`src/design/sorted_table_key_to_index_macros.svh`:
```
// Assertion macros of the sorted key table lookup RTL, used by the controller.
`ifndef SORTED_TABLE_KEY_TO_INDEX_MACROS_SVH
`define SORTED_TABLE_KEY_TO_INDEX_MACROS_SVH

// Same-cycle implication, checked outside reset.
`define STKI_ASSERT_NOW(label, clk, rst_n, ante, cons) \
    label: assert property (@(posedge clk) disable iff (!(rst_n)) (ante) |-> (cons)) \
        else $error("stki: same-cycle check failed");

// Next-cycle implication, checked outside reset.
`define STKI_ASSERT_NEXT(label, clk, rst_n, ante, cons) \
    label: assert property (@(posedge clk) disable iff (!(rst_n)) (ante) |=> (cons)) \
        else $error("stki: next-cycle check failed");

`endif

```
`src/design/stki_pkg.sv`:
```
// Package with shared constants and types of the sorted key table lookup.
`default_nettype none

package stki_pkg;

    localparam int TABLE_DEPTH_DEF = 4096;
    localparam int KEY_WIDTH_DEF   = 64;

    localparam int POS_W       = 12;
    localparam int KEY_W       = 64;
    localparam int BASE_W      = 4;
    localparam int LSIZE_W     = 13;
    localparam int ID_W        = 14;
    localparam int IN_TDATA_W  = 80;
    localparam int OUT_TDATA_W = 16;
    localparam int APB_ADDR_W  = 3;
    localparam int APB_DATA_W  = 32;

    localparam logic FUNC_LOAD  = 1'b0;
    localparam logic FUNC_QUERY = 1'b1;

    // register index, taken from paddr[2]
    localparam logic REG_BASE_OFFSET = 1'b0;
    localparam logic REG_LIST_SIZE   = 1'b1;

    typedef struct packed {
        logic load;
        logic start;
        logic step;
        logic emit;
    } t_dp_cmd;

    typedef struct packed {
        logic empty;
        logic last;
    } t_dp_stat;

endpackage

`default_nettype wire

```
`src/design/stki_ctrl.sv`:
```
// Controller state machine of the sorted key table lookup.
`default_nettype none
`include "sorted_table_key_to_index_macros.svh"

module stki_ctrl
    import stki_pkg::*;
(
    input  wire logic     i_clk,
    input  wire logic     i_rst_n,
    input  wire logic     i_in_valid,
    input  wire logic     i_in_func,
    input  wire logic     i_out_ready,
    input  wire t_dp_stat i_stat,
    output logic          o_in_ready,
    output logic          o_out_valid,
    output t_dp_cmd       o_cmd
);

    typedef enum logic [1:0] {
        S_IDLE,
        S_SEARCH,
        S_FINISH
    } t_state;

    t_state r_state, n_state;
    logic   r_out_valid, n_out_valid;
    logic   in_acc;
    t_dp_cmd cmd;

    assign o_in_ready = (r_state == S_IDLE);
    assign in_acc     = i_in_valid && o_in_ready;

    always_comb begin
        n_state = r_state;
        cmd     = '0;
        unique case (r_state)
            S_IDLE: begin
                if (in_acc) begin
                    if (i_in_func == FUNC_LOAD) begin
                        cmd.load = 1'b1;
                    end else begin
                        cmd.start = 1'b1;
                        n_state   = i_stat.empty ? S_FINISH : S_SEARCH;
                    end
                end
            end
            S_SEARCH: begin
                cmd.step = 1'b1;
                if (i_stat.last) begin
                    n_state = S_FINISH;
                end
            end
            S_FINISH: begin
                if (!r_out_valid || i_out_ready) begin
                    cmd.emit = 1'b1;
                    n_state  = S_IDLE;
                end
            end
            default: n_state = S_IDLE;
        endcase
    end

    always_comb begin
        n_out_valid = r_out_valid;
        if (cmd.emit) begin
            n_out_valid = 1'b1;
        end else if (i_out_ready) begin
            n_out_valid = 1'b0;
        end
    end

    always_ff @(posedge i_clk) begin
        if (!i_rst_n) begin
            r_state     <= S_IDLE;
            r_out_valid <= 1'b0;
        end else begin
            r_state     <= n_state;
            r_out_valid <= n_out_valid;
        end
    end

    assign o_out_valid = r_out_valid;
    assign o_cmd       = cmd;

    // a new result never overwrites one that is still waiting
    `STKI_ASSERT_NOW(a_emit_space, i_clk, i_rst_n, cmd.emit, !r_out_valid || i_out_ready)
    // a waiting result is never dropped
    `STKI_ASSERT_NEXT(a_hold_result, i_clk, i_rst_n, r_out_valid && !i_out_ready, r_out_valid)
    // the final halving step always leads to the result stage
    `STKI_ASSERT_NEXT(a_step_done, i_clk, i_rst_n, cmd.step && i_stat.last, r_state == S_FINISH)
    // a query on a non-empty list starts searching
    `STKI_ASSERT_NEXT(a_start_search, i_clk, i_rst_n, cmd.start && !i_stat.empty,
                      r_state == S_SEARCH)

endmodule

`default_nettype wire

```
`config.mk`:
```
export PLATFORM = sky130hd
export DESIGN_NAME = stki_ctrl
export DESIGN_NICKNAME = d
export VERILOG_FILES = /design/src/design/stki_pkg.sv /design/src/design/stki_ctrl.sv
export VERILOG_INCLUDE_DIRS = /design/src /design/src/design
export SDC_FILE = /design/constraint.sdc
export NUM_CORES = 1
export LEC_CHECK = 0
export ABC_AREA = 1
export BUFFER_PORTS_ARGS = -buffer_cell sky130_fd_sc_hd__buf_4
export CAP_MARGIN = 20
export CORE_AREA = 5 5 42 44
export DETAILED_ROUTE_END_ITERATION = 6
export DIE_AREA = 0 0 47 49
export MAX_ROUTING_LAYER = met4
export PLACE_DENSITY = 0.33
export SLEW_MARGIN = 20
export SYNTH_ARGS = -nofsm -noshare
export SYNTH_HDL_FRONTEND = slang
export SYNTH_SLANG_ARGS = --single-unit
```
`constraint.sdc`:
```
create_clock -name i_clk -period 1.7 [get_ports i_clk]
set_input_delay 0.255 -clock i_clk [delete_from_list [all_inputs] [get_ports i_clk]]
set_output_delay 0.255 -clock i_clk [all_outputs]
set_load 0.02 [all_outputs]
```
# Word level (Yosys, flattened, before mapping)
# Index checks and enable logic that the tools add are counted.
classes:
  reduce_logical: 6
  n_mux: 15
  n_eq_ne: 6
ops:
  columns: ["cell", "count"]
  rows:
  - ["2-to-1 mux 2 bit", 7]
  - ["2-to-1 mux 1 bit", 7]
  - ["inequality test 2 bit (second input constant)", 3]
  - ["case mux 2 bit (3 select lines)", 1]
  - ["AND reduction 4 bit", 1]
  - ["== test 2 x 1 -> 1 bit (second input constant)", 1]
  - ["== test 2 bit (second input constant)", 1]
  - ["logical NOT 2 bit", 1]
  - ["inequality test 2 x 1 -> 1 bit (second input constant)", 1]
  - ["nonzero test 2 bit", 1]
  - ["logical AND 1 bit", 1]
  - ["logical NOT 1 bit", 1]
  - ["logical OR 1 bit", 1]
word_totals:
  register_bits: 3
  in_bits: 7
  output_inout_bits: 6
  wordCells: 29

# Longest topological paths before layout
logic_depth:
  ltp_word: 5
  depth_mapped: 7
  ltp_nobuf: 7

# Worst setup path after synthesis
# Ideal clock, no wire load.
synth_path:
  kind: "register -> output"
  start: "reg r_state[1]"
  end: "out o_cmd[3] (netlist bit)"
  path_stages_with_launch: 4
  required_ns: 1.445
  setup_slack_ns: 0.437
  path_buffers: 0
  arrival_ns: 1.008
  path_cell_list: "dfxtp_1 nor2_2 nand2_1 nor2_1"
synth_lines:
  columns: ["item", "line_no", "rtl"]
  rows:
  - ["start: declaration", "stki_ctrl.sv:25", "t_state r_state, n_state;"]
  - ["start signal: assignment", "stki_ctrl.sv:77", "r_state <= n_state;"]
  - ["end: declaration", "stki_ctrl.sv:16", "output t_dp_cmd o_cmd"]

==> metrics.md <==
| Metric | Value |
|---|---|
| Outcome | `finished, final reports clean` |
| Fillers | `174` |
| GRT overflow | `0` |
| Fmax | `751 MHz` |
| R2R cell count | `7` |
| Unique masters post-synth | `14` |
| Yosys warning count | `0` |
| Routability Congestion | `0.709` |
| Via/cell ratio | `3.59` |
| Critical Path Start | `r_state[1]$_SDFFE_PN0P_` |
| Sum Neg Setup Slack | `0 ns` |
| Sequential standard cell area | `60.1 um2` |
| Top Ports | `13` |
| Final setup viols | `0` |
| Die Y | `49 um` |
| DRT iter0 DRCs | `2` |
| Least-Margin Pin Slew | `0.209 ns` |
| Initial antenna violation count | `0` |
| Cells after Synth | `32` |
| Post-layout min period | `1.33 ns` |
| Leak | `0.000171 uW` |
| Commonest non-fill, non-tap cell in the layout | `buf_4` |
| Synthesized Nets | `39` |
| Clock Path Buffers | `2` |
| Largest net degree at the start of global routing | `7` |
| Total GRT Usage | `6.14%` |
| Share of layout cells above drive strength 1 | `44.7%` |
| Reg clk slew, reported paths | `0.04 ns` |
| Footprint of the multi-input gates | `108 um2` |
| Worst EP required | `1.44 ns` |
| First-pass GRT wire length | `959 um` |
| Post-route ant nets | `0` |
| FF-to-FF End | `r_state[1]$_SDFFE_PN0P_` |
| RSZ-0062 raised after global routing | `no` |
| I/O Buffers | `12` |
| Clk_lat worst skew | `0.23 ns` |
| Layout Utilization | `23.6%` |
| Max Cap Violations | `0` |
| Peak supply drop | `0.000200 V` |
| Final period util | `78.3%` |
| Critical Path End | `o_cmd[3]` |
| Sequential area share after synthesis | `29.8%` |
| Worst-case clock skew | `0.000711 ns` |
| Critical Path Sink Type | `output port` |
| CTS tree | `done` |
| Slew Limit Fails | `0` |
| Hold WS | `0.258 ns` |
| CP Max Fanout | `4` |
| Core Area | `1400 um2` |
| Reg2Reg Setup Slack | `0.73 ns` |
| PwrDens | `918 nW/um2` |
| Nets | `55` |
| Critical path class | `reg2out` |
| Final instance area | `330 um2` |
| Slew HR | `86.0%` |
| Residual DRC | `0` |
| # hold bufs at CTS | `0` |
| Total clock sinks | `3` |
| Num CTS Buffers | `3` |
| Vias | `226` |
| #FFs+latches synth | `3` |
| Post-cts sizing count | `0` |
| Total setup buffers inserted after CTS | `0` |
| Final hold violations | `0` |
| Placed Area | `304 um2` |
| Most frequent cells in the layout | `buf_4 (12), nand2_1 (7), inv_1 (6)` |
| Die area | `2300 um2` |
| WL/cell | `8.60 um` |
| Die W | `47 um` |
| Worst flop-to-flop path startpoint | `r_state[0]$_SDFFE_PN0P_` |
| Vias in the first global route | `233` |
| H-tree lvl count | `1` |
| Drt total wl | `542 um` |
| CTS root buf | `clkbuf_4` |
| Number of cell rows | `14` |
| WP data arrival | `1.08 ns` |
| Mean Syn Cell Area | `6.30 um2` |
| Worst min path class | `in2reg` |
| Antenna diodes | `0` |
| Mapped Area | `201 um2` |
| Starting density of the core | `14.4%` |
| Drt first pass iters | `4` |
| Detailed placer's ending HPWL | `454 um` |
| Area Overhead vs Synth | `64.0%` |
| Crit start category | `flip-flop` |
state kept, by name (all words and copies together) (netlist names):
name and cells:
r_state 2, o_out_valid 1
power breakdown:
part / switching (uW) / total, uW / internal (uW)
Clock: 36.0 / 124 / 87.9
Sequential: 7.59 / 85.0 / 77.4
Combinational: 52.6 / 94.5 / 41.8
Total: 96.2 / 303 / 207
per-stage QoR:
stage                     power [uW]  worst slack (ns)  std cells
after global routing             332             0.243         63
after detailed placement         182             0.609         59
after global placement           183             0.630         59
after CTS                        313             0.352         63
after floorplan                  145             0.437         32
final                            303             0.369         63
how the worst min path moves through the flow:
stage | from | end | slack, ns | depth (start not counted)
final | i_rst_n | o_out_valid$_SDFFE_PN0P_ | 0.26 | 2
after floorplan | i_rst_n | o_out_valid$_SDFFE_PN0P_ | 0.37 | 1
after detailed placement | i_rst_n | o_out_valid$_SDFFE_PN0P_ | 0.50 | 2
after global placement | i_rst_n | o_out_valid$_SDFFE_PN0P_ | 0.49 | 2
after global routing | i_rst_n | o_out_valid$_SDFFE_PN0P_ | 0.28 | 2
after CTS | i_rst_n | o_out_valid$_SDFFE_PN0P_ | 0.25 | 2
critical path, cell delays in order (launching register included):
cell and delay (ns):
dfxtp_1 0.34, nor2_2 0.20, nand2_1 0.07, nor2_1 0.09, buf_4 0.15
cell usage after synthesis, drive strengths merged:
master,instances,share of area [%]
inv,7,13
o21a,1,3.7
dfxtp,3,30
nand3,2,5.0
nor2,6,19
nand2,8,16
o21ai,1,2.5
buf,1,3.7
nor3,2,5.0
a21oi,1,2.5
routing by layer:
layer | part of all wire (%) | GRT usage [%] | vias to the layer above
met1 | 40 | 7.03 | 91
li1 | - | - | 127
met5 | 0 | - | -
met2 | 52 | 8.37 | 6
met3 | 5.0 | 1.48 | 2
met4 | 2.8 | 5.53 | 0
cell type report:
class | count | area share, %
flip-flops and latches | 3 | 18.2
well taps | 16 | 6.06
multi-input cells | 21 | 32.6
inverters | 7 | 7.95
clock buffers | 4 | 7.95
repair buffers | 12 | 27.3
logic make-up after synthesis:
family / synth area share, %
DFF: 29.8
buffers and inverters: 16.8
and+or+nand+nor: 44.7
AOI/OAI and AO/OA: 8.69
Note: power is estimated with default switching activity, not from simulation.
